**src/hdl/rlfe_pkg.sv**
```systemverilog
`timescale 1ns / 1ps
// ---------------------------------------------------------------------------
// rlfe_pkg: shared types and constants of the RGB LED fade engine
// Widths, command and mode codes, and the divider request/response bundles.
// ---------------------------------------------------------------------------
package rlfe_pkg;

  // Field widths
  localparam int COLOR_BITS   = 8;
  localparam int TIME_BITS    = 32;
  localparam int LEN_BITS     = 16;
  localparam int PROD_BITS    = COLOR_BITS + LEN_BITS;
  localparam int DIV_STEPS    = PROD_BITS;
  localparam int DIV_CNT_BITS = $clog2(DIV_STEPS);

  typedef logic [COLOR_BITS-1:0] color_t;

  // Command codes of an input item
  typedef enum logic [1:0] {
    CMD_TICK  = 2'd0,
    CMD_SET   = 2'd1,
    CMD_EASE  = 2'd2,
    CMD_PULSE = 2'd3
  } cmd_e;

  // Animation mode
  typedef enum logic [1:0] {
    MODE_STEADY = 2'd0,
    MODE_EASE   = 2'd1,
    MODE_PULSE  = 2'd2
  } mode_e;

  // Divider request: start pulse with operands
  typedef struct packed {
    logic                 start;
    logic [PROD_BITS-1:0] dividend;
    logic [LEN_BITS-1:0]  divisor;
  } div_req_t;

  // Divider response: done pulse with results
  typedef struct packed {
    logic                 done;
    logic [PROD_BITS-1:0] quot;
    logic [LEN_BITS-1:0]  rem;
  } div_rsp_t;

endpackage

```
**src/hdl/rgb_led_fade_engine_top.sv**
```systemverilog
`timescale 1ns / 1ps
// ---------------------------------------------------------------------------
// rgb_led_fade_engine_top: RGB LED linear ease and pulse animator
// Keeps base and target colors and turns tick items into duty triples.
// ---------------------------------------------------------------------------
// Usage:
//   Input channel (in_valid_i / in_stall_o) carries one command item with a
//   millisecond timestamp. Set, ease and pulse items update state and give no
//   result. Each tick item gives one result item on the output channel
//   (out_valid_o / out_stall_i): three duties and the mode after the update.
//   A tick that finds the block steady or the animation finished goes
//   straight to the final step, which loads the output register.
//   A tick inside an animation runs the three channels one after another
//   through one multiplier and one shared bit-serial divider (per channel:
//   multiply, divider load, 24 divide steps, pick up the quotient).
//   in_stall_o is high while a tick is being worked on; one item at a time.
//   The result sits in an output register; the next item is taken while it
//   waits. If the receiver stalls, the next tick's result waits in its final
//   step and the input stays stalled until the register frees up.
//   Reset clears colors, start time, length and mode (steady, black).
// ---------------------------------------------------------------------------
module rgb_led_fade_engine_top (
  input  logic        clk_i,
  input  logic        rst_ni,
  input  logic        in_valid_i,
  output logic        in_stall_o,
  input  logic [1:0]  cmd_i,
  input  logic [7:0]  red_in_i,
  input  logic [7:0]  green_in_i,
  input  logic [7:0]  blue_in_i,
  input  logic [15:0] fade_ms_i,
  input  logic [31:0] now_ms_i,
  output logic        out_valid_o,
  input  logic        out_stall_i,
  output logic [7:0]  red_duty_o,
  output logic [7:0]  green_duty_o,
  output logic [7:0]  blue_duty_o,
  output logic [1:0]  anim_mode_o
);

  typedef enum logic [1:0] {
    ST_IDLE,
    ST_MUL,
    ST_DIV,
    ST_FIN
  } state_e;

  state_e                            state_q, state_d;
  rlfe_pkg::color_t                  base_q   [3];
  rlfe_pkg::color_t                  base_d   [3];
  rlfe_pkg::color_t                  target_q [3];
  rlfe_pkg::color_t                  target_d [3];
  rlfe_pkg::color_t                  shown_q  [3];
  rlfe_pkg::color_t                  shown_d  [3];
  rlfe_pkg::color_t                  duty_q   [3];
  rlfe_pkg::color_t                  duty_d   [3];
  logic [rlfe_pkg::TIME_BITS-1:0]    start_q, start_d;
  logic [rlfe_pkg::LEN_BITS-1:0]     len_q, len_d;
  logic [rlfe_pkg::LEN_BITS-1:0]     num_q, num_d;
  rlfe_pkg::mode_e                   mode_q, mode_d;
  logic [1:0]                        ch_q, ch_d;
  logic                              out_valid_q, out_valid_d;
  logic [1:0]                        mode_out_q, mode_out_d;
  rlfe_pkg::div_req_t                div_req_q, div_req_d;
  rlfe_pkg::div_rsp_t                div_rsp;

  rlfe_pkg::color_t                  col_in [3];
  logic [rlfe_pkg::TIME_BITS-1:0]    elapsed;
  logic                              finished;
  logic                              out_free;
  rlfe_pkg::color_t                  b_sel, t_sel, mag, adj;
  logic                              neg;

  assign col_in[0] = red_in_i;
  assign col_in[1] = green_in_i;
  assign col_in[2] = blue_in_i;

  // Shared divider
  rlfe_div u_div (
    .clk_i  (clk_i),
    .rst_ni (rst_ni),
    .req_i  (div_req_q),
    .rsp_o  (div_rsp)
  );

  // Time since animation start and channel operands
  assign elapsed  = now_ms_i - start_q;
  assign finished = (elapsed >= rlfe_pkg::TIME_BITS'(len_q));
  assign out_free = !out_valid_q || !out_stall_i;
  assign b_sel    = base_q[ch_q];
  assign t_sel    = target_q[ch_q];
  assign neg      = (t_sel < b_sel);
  assign mag      = neg ? (b_sel - t_sel) : (t_sel - b_sel);
  // Negative step rounds toward minus infinity: ceil of magnitude
  assign adj      = div_rsp.quot[rlfe_pkg::COLOR_BITS-1:0]
                    + rlfe_pkg::COLOR_BITS'(div_rsp.rem != '0);

  // Sequencer and state update
  always_comb begin
    state_d     = state_q;
    base_d      = base_q;
    target_d    = target_q;
    shown_d     = shown_q;
    duty_d      = duty_q;
    start_d     = start_q;
    len_d       = len_q;
    num_d       = num_q;
    mode_d      = mode_q;
    ch_d        = ch_q;
    mode_out_d  = mode_out_q;
    div_req_d   = div_req_q;
    div_req_d.start = 1'b0;
    out_valid_d = out_valid_q && out_stall_i;

    case (state_q)
      ST_IDLE: begin
        if (in_valid_i) begin
          case (rlfe_pkg::cmd_e'(cmd_i))
            rlfe_pkg::CMD_SET: begin
              base_d = col_in;
              mode_d = rlfe_pkg::MODE_STEADY;
            end
            rlfe_pkg::CMD_EASE, rlfe_pkg::CMD_PULSE: begin
              if (mode_q == rlfe_pkg::MODE_EASE) begin
                base_d = target_q;
              end
              target_d = col_in;
              mode_d   = (cmd_i == rlfe_pkg::CMD_EASE) ? rlfe_pkg::MODE_EASE
                                                       : rlfe_pkg::MODE_PULSE;
              start_d  = now_ms_i;
              len_d    = fade_ms_i;
            end
            default: begin
              // tick
              ch_d = '0;
              case (mode_q)
                rlfe_pkg::MODE_EASE: begin
                  if (finished) begin
                    base_d  = target_q;
                    shown_d = target_q;
                    mode_d  = rlfe_pkg::MODE_STEADY;
                    state_d = ST_FIN;
                  end else begin
                    num_d   = elapsed[rlfe_pkg::LEN_BITS-1:0];
                    state_d = ST_MUL;
                  end
                end
                rlfe_pkg::MODE_PULSE: begin
                  if (finished) begin
                    shown_d = base_q;
                    mode_d  = rlfe_pkg::MODE_STEADY;
                    state_d = ST_FIN;
                  end else begin
                    num_d   = len_q - elapsed[rlfe_pkg::LEN_BITS-1:0];
                    state_d = ST_MUL;
                  end
                end
                default: begin
                  shown_d = base_q;
                  mode_d  = rlfe_pkg::MODE_STEADY;
                  state_d = ST_FIN;
                end
              endcase
            end
          endcase
        end
      end
      ST_MUL: begin
        // |diff| * num, then kick off the divide by the fade length
        div_req_d.start    = 1'b1;
        div_req_d.dividend = rlfe_pkg::PROD_BITS'(mag) * rlfe_pkg::PROD_BITS'(num_q);
        div_req_d.divisor  = len_q;
        state_d            = ST_DIV;
      end
      ST_DIV: begin
        if (div_rsp.done) begin
          shown_d[ch_q] = neg ? (b_sel - adj)
                              : (b_sel + div_rsp.quot[rlfe_pkg::COLOR_BITS-1:0]);
          if (ch_q == 2'd2) begin
            state_d = ST_FIN;
          end else begin
            ch_d    = ch_q + 2'd1;
            state_d = ST_MUL;
          end
        end
      end
      ST_FIN: begin
        // Load output register once it is free
        if (out_free) begin
          out_valid_d = 1'b1;
          duty_d      = shown_q;
          mode_out_d  = mode_q;
          state_d     = ST_IDLE;
        end
      end
      default: begin
        state_d = ST_IDLE;
      end
    endcase
  end

  always_ff @(posedge clk_i or negedge rst_ni) begin
    if (!rst_ni) begin
      state_q     <= ST_IDLE;
      base_q      <= '{default: '0};
      target_q    <= '{default: '0};
      shown_q     <= '{default: '0};
      duty_q      <= '{default: '0};
      start_q     <= '0;
      len_q       <= '0;
      num_q       <= '0;
      mode_q      <= rlfe_pkg::MODE_STEADY;
      ch_q        <= '0;
      out_valid_q <= 1'b0;
      mode_out_q  <= '0;
      div_req_q   <= '0;
    end else begin
      state_q     <= state_d;
      base_q      <= base_d;
      target_q    <= target_d;
      shown_q     <= shown_d;
      duty_q      <= duty_d;
      start_q     <= start_d;
      len_q       <= len_d;
      num_q       <= num_d;
      mode_q      <= mode_d;
      ch_q        <= ch_d;
      out_valid_q <= out_valid_d;
      mode_out_q  <= mode_out_d;
      div_req_q   <= div_req_d;
    end
  end

  assign in_stall_o   = (state_q != ST_IDLE);
  assign out_valid_o  = out_valid_q;
  assign red_duty_o   = duty_q[0];
  assign green_duty_o = duty_q[1];
  assign blue_duty_o  = duty_q[2];
  assign anim_mode_o  = mode_out_q;

endmodule

```
**src/hdl/rlfe_div.sv**
```systemverilog
`timescale 1ns / 1ps
// ---------------------------------------------------------------------------
// rlfe_div: shared restoring divider
// One quotient bit per cycle; done pulses once the last bit is in.
// ---------------------------------------------------------------------------
module rlfe_div (
  input  logic               clk_i,
  input  logic               rst_ni,
  input  rlfe_pkg::div_req_t req_i,
  output rlfe_pkg::div_rsp_t rsp_o
);

  logic                                busy_q, busy_d;
  logic                                done_q, done_d;
  logic [rlfe_pkg::DIV_CNT_BITS-1:0]   cnt_q, cnt_d;
  logic [rlfe_pkg::PROD_BITS-1:0]      quo_q, quo_d;
  logic [rlfe_pkg::LEN_BITS-1:0]       rem_q, rem_d;
  logic [rlfe_pkg::LEN_BITS-1:0]       dsr_q, dsr_d;
  logic [rlfe_pkg::LEN_BITS:0]         partial;
  logic [rlfe_pkg::LEN_BITS:0]         diff;
  logic                                ge;

  // One restoring step: shift in next dividend bit, try subtract
  assign partial = {rem_q, quo_q[rlfe_pkg::PROD_BITS-1]};
  assign diff    = partial - {1'b0, dsr_q};
  assign ge      = (partial >= {1'b0, dsr_q});

  always_comb begin
    busy_d = busy_q;
    done_d = 1'b0;
    cnt_d  = cnt_q;
    quo_d  = quo_q;
    rem_d  = rem_q;
    dsr_d  = dsr_q;
    if (req_i.start) begin
      busy_d = 1'b1;
      cnt_d  = '0;
      quo_d  = req_i.dividend;
      rem_d  = '0;
      dsr_d  = req_i.divisor;
    end else if (busy_q) begin
      rem_d = ge ? diff[rlfe_pkg::LEN_BITS-1:0] : partial[rlfe_pkg::LEN_BITS-1:0];
      quo_d = {quo_q[rlfe_pkg::PROD_BITS-2:0], ge};
      cnt_d = cnt_q + 1'b1;
      if (cnt_q == rlfe_pkg::DIV_CNT_BITS'(rlfe_pkg::DIV_STEPS - 1)) begin
        busy_d = 1'b0;
        done_d = 1'b1;
      end
    end
  end

  always_ff @(posedge clk_i or negedge rst_ni) begin
    if (!rst_ni) begin
      busy_q <= 1'b0;
      done_q <= 1'b0;
      cnt_q  <= '0;
      quo_q  <= '0;
      rem_q  <= '0;
      dsr_q  <= '0;
    end else begin
      busy_q <= busy_d;
      done_q <= done_d;
      cnt_q  <= cnt_d;
      quo_q  <= quo_d;
      rem_q  <= rem_d;
      dsr_q  <= dsr_d;
    end
  end

  assign rsp_o.done = done_q;
  assign rsp_o.quot = quo_q;
  assign rsp_o.rem  = rem_q;

endmodule
```
**config.mk**
```make
export PLATFORM = sky130hd
export DESIGN_NAME = rgb_led_fade_engine_top
export DESIGN_NICKNAME = d
export VERILOG_FILES = /design/src/hdl/rlfe_pkg.sv /design/src/hdl/rgb_led_fade_engine_top.sv /design/src/hdl/rlfe_div.sv
export SDC_FILE = /design/constraint.sdc
export NUM_CORES = 1
export LEC_CHECK = 0
export ABC_AREA = 1
export BUFFER_PORTS_ARGS = -buffer_cell sky130_fd_sc_hd__buf_2
export CAP_MARGIN = 10
export CORE_MARGIN = 1.5
export CORE_UTILIZATION = 60
export DETAILED_ROUTE_END_ITERATION = 10
export PLACE_DENSITY = 0.78
export REMOVE_ABC_BUFFERS = 1
export SLEW_MARGIN = 20
export SYNTH_ARGS = -nofsm -noshare
export SYNTH_HDL_FRONTEND = slang
export SYNTH_HIERARCHICAL = 1
export SYNTH_SLANG_ARGS = --single-unit
export TNS_END_PERCENT = 5
```
**constraint.sdc**
```tcl
create_clock -name clk_i -period 8.4 [get_ports clk_i]
set_input_delay 0 -clock clk_i [delete_from_list [all_inputs] [get_ports clk_i]]
set_output_delay 0 -clock clk_i [all_outputs]
set_load 0.02 [all_outputs]
```
==> flow_summary.rst <==
.. list-table::
   :header-rows: 1

   * - Metric
     - Value
   * - Row count
     - 70
   * - Number of H-tree levels
     - 2
   * - Dominant cells by area after synthesis
     - sky130_fd_sc_hd__dfrtp_1 (31%), sky130_fd_sc_hd__nand2_1 (14%), sky130_fd_sc_hd__ha_1 (9.1%)
   * - Number of antenna violations at the first check in global routing
     - 0
   * - Worst setup timing slack at the placement stage
     - 0.613 ns
   * - Final-layout setup total negative slack
     - 0 ns
   * - Share of layout cells above drive strength 1
     - 0.102
   * - Final worst slack
     - 0.739 ns
   * - Vias per inst
     - 5.41
   * - Highest fanout seen on the critical path
     - 15
   * - Clock tree from TritonCTS
     - done
   * - Worst-margin pin slew
     - 1.04 ns
   * - Kind of cell adding the most delay to the critical path
     - adder cells
   * - Largest net degree at the start of global routing
     - 96
   * - CTS Buf Count
     - 34
   * - Crit Path Class
     - reg -> reg
   * - Initial DRC Count
     - 1,188
   * - Area of the die
     - 38,100 µm²
   * - Hold Fails Final Rpt
     - 0
   * - Post-CTS Repair Setup Buffers
     - 0
   * - Clk_skew
     - 0.0162 ns
   * - Final weighted congestion of routability-driven global placement
     - 0.960
   * - Inserted Diodes
     - 0
   * - Number of global-route vias before repair
     - 19,100
   * - Post-synthesis register bit count
     - 273
   * - Non-filler cells, final
     - 3,644
   * - Total number of yosys warnings
     - 6
   * - Result of the run
     - finished, final reports clean
   * - Mean instance size in the synthesized netlist
     - 7.38 µm²
   * - Cell type contributing the most total cell area after synthesis
     - sky130_fd_sc_hd__dfrtp_1
   * - WL met1
     - 26.4 mm
   * - Critical path capture point type
     - register
   * - DRC violations left
     - 0
   * - Type of the tightest min-delay check
     - in -> async
   * - F_max
     - 131 MHz
   * - Fill cell instance count of the final layout
     - 3,124
   * - Kind of start point of the critical path
     - register
   * - Maximum Capacitance Violations
     - 0
   * - Residual antenna-violating net count after detailed routing
     - 0
   * - Total Routing Usage GR
     - 0.311
   * - Post-DR wirelength/cell
     - 16.0 µm
   * - Wire length after detailed routing
     - 58.3 mm
   * - Iteration count of the initial detailed-routing pass
     - 6
   * - Most frequently used flop master after synthesis
     - sky130_fd_sc_hd__dfrtp_1
   * - Global-route wire length before repair
     - 95.6 mm
   * - Share of the clock period used by the worst path after layout
     - 0.912
   * - Starting density of the core
     - 0.608
   * - DIE HEIGHT
     - 195 µm
   * - Largest stage delay on the critical path
     - 0.54 ns
   * - Number of nets in the final layout
     - 3,486
   * - Clock-pin slew on the worst setup and hold paths
     - 0.06 ns
   * - Detailed placer's ending HPWL
     - 43.6 mm
   * - Worst-path cell with the longest stage delay
     - sky130_fd_sc_hd__fa_1
   * - FFs w/ async S/R, synth
     - 1.00
   * - Final setup viols
     - 0
   * - Crit path DAT
     - 8.10 ns
   * - Clock Sink Count
     - 273
   * - Detailed-routed wire length on met2
     - 26.7 mm
   * - Number of standard cells after synthesis
     - 3,007
   * - Slew HR
     - 0.307
   * - Bufs on Longest Clock Path
     - 3
   * - Unrepaired setup endpoints after global routing
     - false
   * - Unique masters post-synth
     - 54
   * - Critical path buffer and inverter count
     - 6
   * - Post-synth EDFFs
     - 0
   * - Number of primary I/O pins
     - 106
   * - Worst-Skew Late Latency
     - 0.55 ns
   * - Sequential area share after synthesis
     - 0.308
   * - Root Driver
     - sky130_fd_sc_hd__clkbuf_16
   * - Die X-Extent
     - 195 µm
   * - Via count
     - 19,700
   * - Fraction of post-synthesis cell area in the top cell type by area
     - 0.308
   * - Required time at the worst-slack endpoint
     - 8.83 ns
   * - Port buffer count
     - 105
   * - Met3 wirelength from detailed routing
     - 3.18 mm
   * - Final critical delay including setup and external delays
     - 7.66 ns
   * - Relative area change from synthesis to final layout
     - 12.1%
   * - Placed insts
     - 3,507
   * - Floorplan Core Area
     - 36,500 µm²
   * - Synthesized area
     - 22,200 µm²
   * - Top layer in use
     - met4
   * - Final count of pins violating max slew
     - 0
   * - Global route overflow
     - 0
## stage by stage
step | util | hold WS [ns] | cell area (µm²)
floorplan | - | -0.296 | 21800
global placement | 0.630 | 0.0253 | 23000
detailed placement | 0.630 | 0.0320 | 23000
CTS | 0.681 | 0.0440 | 24900
global route | 0.681 | 0.0740 | 24900
finish | 0.681 | 0.0320 | 24900
## repair_timing
action | 4_1_cts | 5_1_grt
setup endpoints to repair | 0 | 3
hold endpoints to repair | 182 | 0
gates resized for setup | 0 | 1
hold buffers | 79 | 0
## synthesized netlist by cell type, types with 3 or more instances
master / number
sky130_fd_sc_hd__a21o_1: 5
sky130_fd_sc_hd__a21oi_1: 126
sky130_fd_sc_hd__a221oi_1: 4
sky130_fd_sc_hd__a31oi_1: 6
sky130_fd_sc_hd__buf_1: 3
sky130_fd_sc_hd__buf_2: 6
sky130_fd_sc_hd__buf_6: 6
sky130_fd_sc_hd__clkbuf_1: 71
sky130_fd_sc_hd__clkinv_1: 3
sky130_fd_sc_hd__dfrtp_1: 273
sky130_fd_sc_hd__fa_1: 92
sky130_fd_sc_hd__ha_1: 162
sky130_fd_sc_hd__inv_1: 497
sky130_fd_sc_hd__inv_2: 19
sky130_fd_sc_hd__mux2_2: 24
sky130_fd_sc_hd__nand2_1: 818
sky130_fd_sc_hd__nand2_2: 39
sky130_fd_sc_hd__nand2_4: 3
sky130_fd_sc_hd__nand3_1: 116
sky130_fd_sc_hd__nand3_2: 4
sky130_fd_sc_hd__nand3b_1: 13
sky130_fd_sc_hd__nand4_1: 46
sky130_fd_sc_hd__nor2_1: 194
sky130_fd_sc_hd__nor2_2: 11
sky130_fd_sc_hd__nor2_4: 6
sky130_fd_sc_hd__nor3_1: 16
sky130_fd_sc_hd__nor4_1: 8
sky130_fd_sc_hd__o211ai_1: 7
sky130_fd_sc_hd__o21a_1: 14
sky130_fd_sc_hd__o21ai_0: 257
sky130_fd_sc_hd__o21ai_1: 6
sky130_fd_sc_hd__o21ai_2: 26
sky130_fd_sc_hd__o21bai_1: 13
sky130_fd_sc_hd__o221ai_1: 20
sky130_fd_sc_hd__or2_2: 12
sky130_fd_sc_hd__xnor2_1: 19
sky130_fd_sc_hd__xor2_1: 39
## sequential cells by signal, summed over array words and instances (netlist names), 16 cells and up
signal / flops
len_q: 16
u_div/rem_q: 16
u_div/quo_q: 24
target_q: 24
div_req_q: 41
base_q: 24
shown_q: 24
start_q: 32
u_div/dsr_q: 16
num_q: 16
## cells in the final DEF (no fill, tap or decap), types with 92 or more instances in the layout
| cell | count |
|---|---|
| sky130_fd_sc_hd__nand2_1 | 817 |
| sky130_fd_sc_hd__inv_1 | 496 |
| sky130_fd_sc_hd__dfrtp_1 | 273 |
| sky130_fd_sc_hd__o21ai_0 | 257 |
| sky130_fd_sc_hd__nor2_1 | 192 |
| sky130_fd_sc_hd__ha_1 | 162 |
| sky130_fd_sc_hd__a21oi_1 | 126 |
| sky130_fd_sc_hd__nand3_1 | 116 |
| sky130_fd_sc_hd__buf_2 | 104 |
| sky130_fd_sc_hd__fa_1 | 92 |
## routing by layer
layer  GRT usage  vias up
li1            -     9795
met1       0.422     9215
met2       0.499      553
met3      0.0547      134
met4       0.117        0
met5           0        -
## kinds of logic after synthesis
family | count (synthesis) | synth area share
AND/OR/NAND/NOR | 1292 | 0.248
buffers and inverters | 608 | 0.107
AO/OA/AOI/OAI | 496 | 0.127
flip-flops | 273 | 0.308
adder cells (fa/ha/maj) | 254 | 0.174
XOR/XNOR | 58 | 0.0229
multiplexers | 26 | 0.0131
## final timing paths
check | slack (ns) | start | depth (start not counted) | end
min in group clk_i | 0.21 | fade_ms_i[9] | 4 | len_q[9]$_DFFE_PN0P_
hold reg to reg | 0.47 | shown_q[21]$_DFFE_PN0P_ | 2 | shown_q[21]$_DFFE_PN0P_
hold / removal | 0.03 | rst_ni | 2 | u_div/quo_q[17]$_DFFE_PN0P_
setup / recovery | 0.74 | ch_q[0]$_DFFE_PN0P_ | 35 | div_req_q[37]$_DFFE_PN0P_
max in group asynchronous | 6.28 | rst_ni | 4 | start_q[23]$_DFFE_PN0P_
setup reg to reg | 0.74 | ch_q[0]$_DFFE_PN0P_ | 35 | div_req_q[37]$_DFFE_PN0P_
## area by class of cell
type	instances	area [µm²]	area share
Tap cell	468	586	0.0235
Timing Repair Buffer	200	1450	0.0581
Clock buffer	45	923	0.0371
Sequential cell	273	6830	0.275
Multi-Input combinational cell	2126	13000	0.523
Clock inverter	13	134	0.00538
Inverter	519	1950	0.0783
## worst reg2reg max path: cells and delay by family, from the launching register on
| kind | cells | cell delay (ns) |
|---|---|---|
| DFF | 1 | 0.42 |
| AOI/OAI and AO/OA | 9 | 1.29 |
| xor gates and xnor gates | 1 | 0.39 |
| buffers and inverters | 6 | 0.93 |
| muxes | 1 | 0.24 |
| and+or+nand+nor | 11 | 1.27 |
| adders and majority gates | 7 | 3.01 |
Power is left out: the tool's default activity adds up to more than one toggle a clock period on the data nets, which glitch-free logic cannot reach.
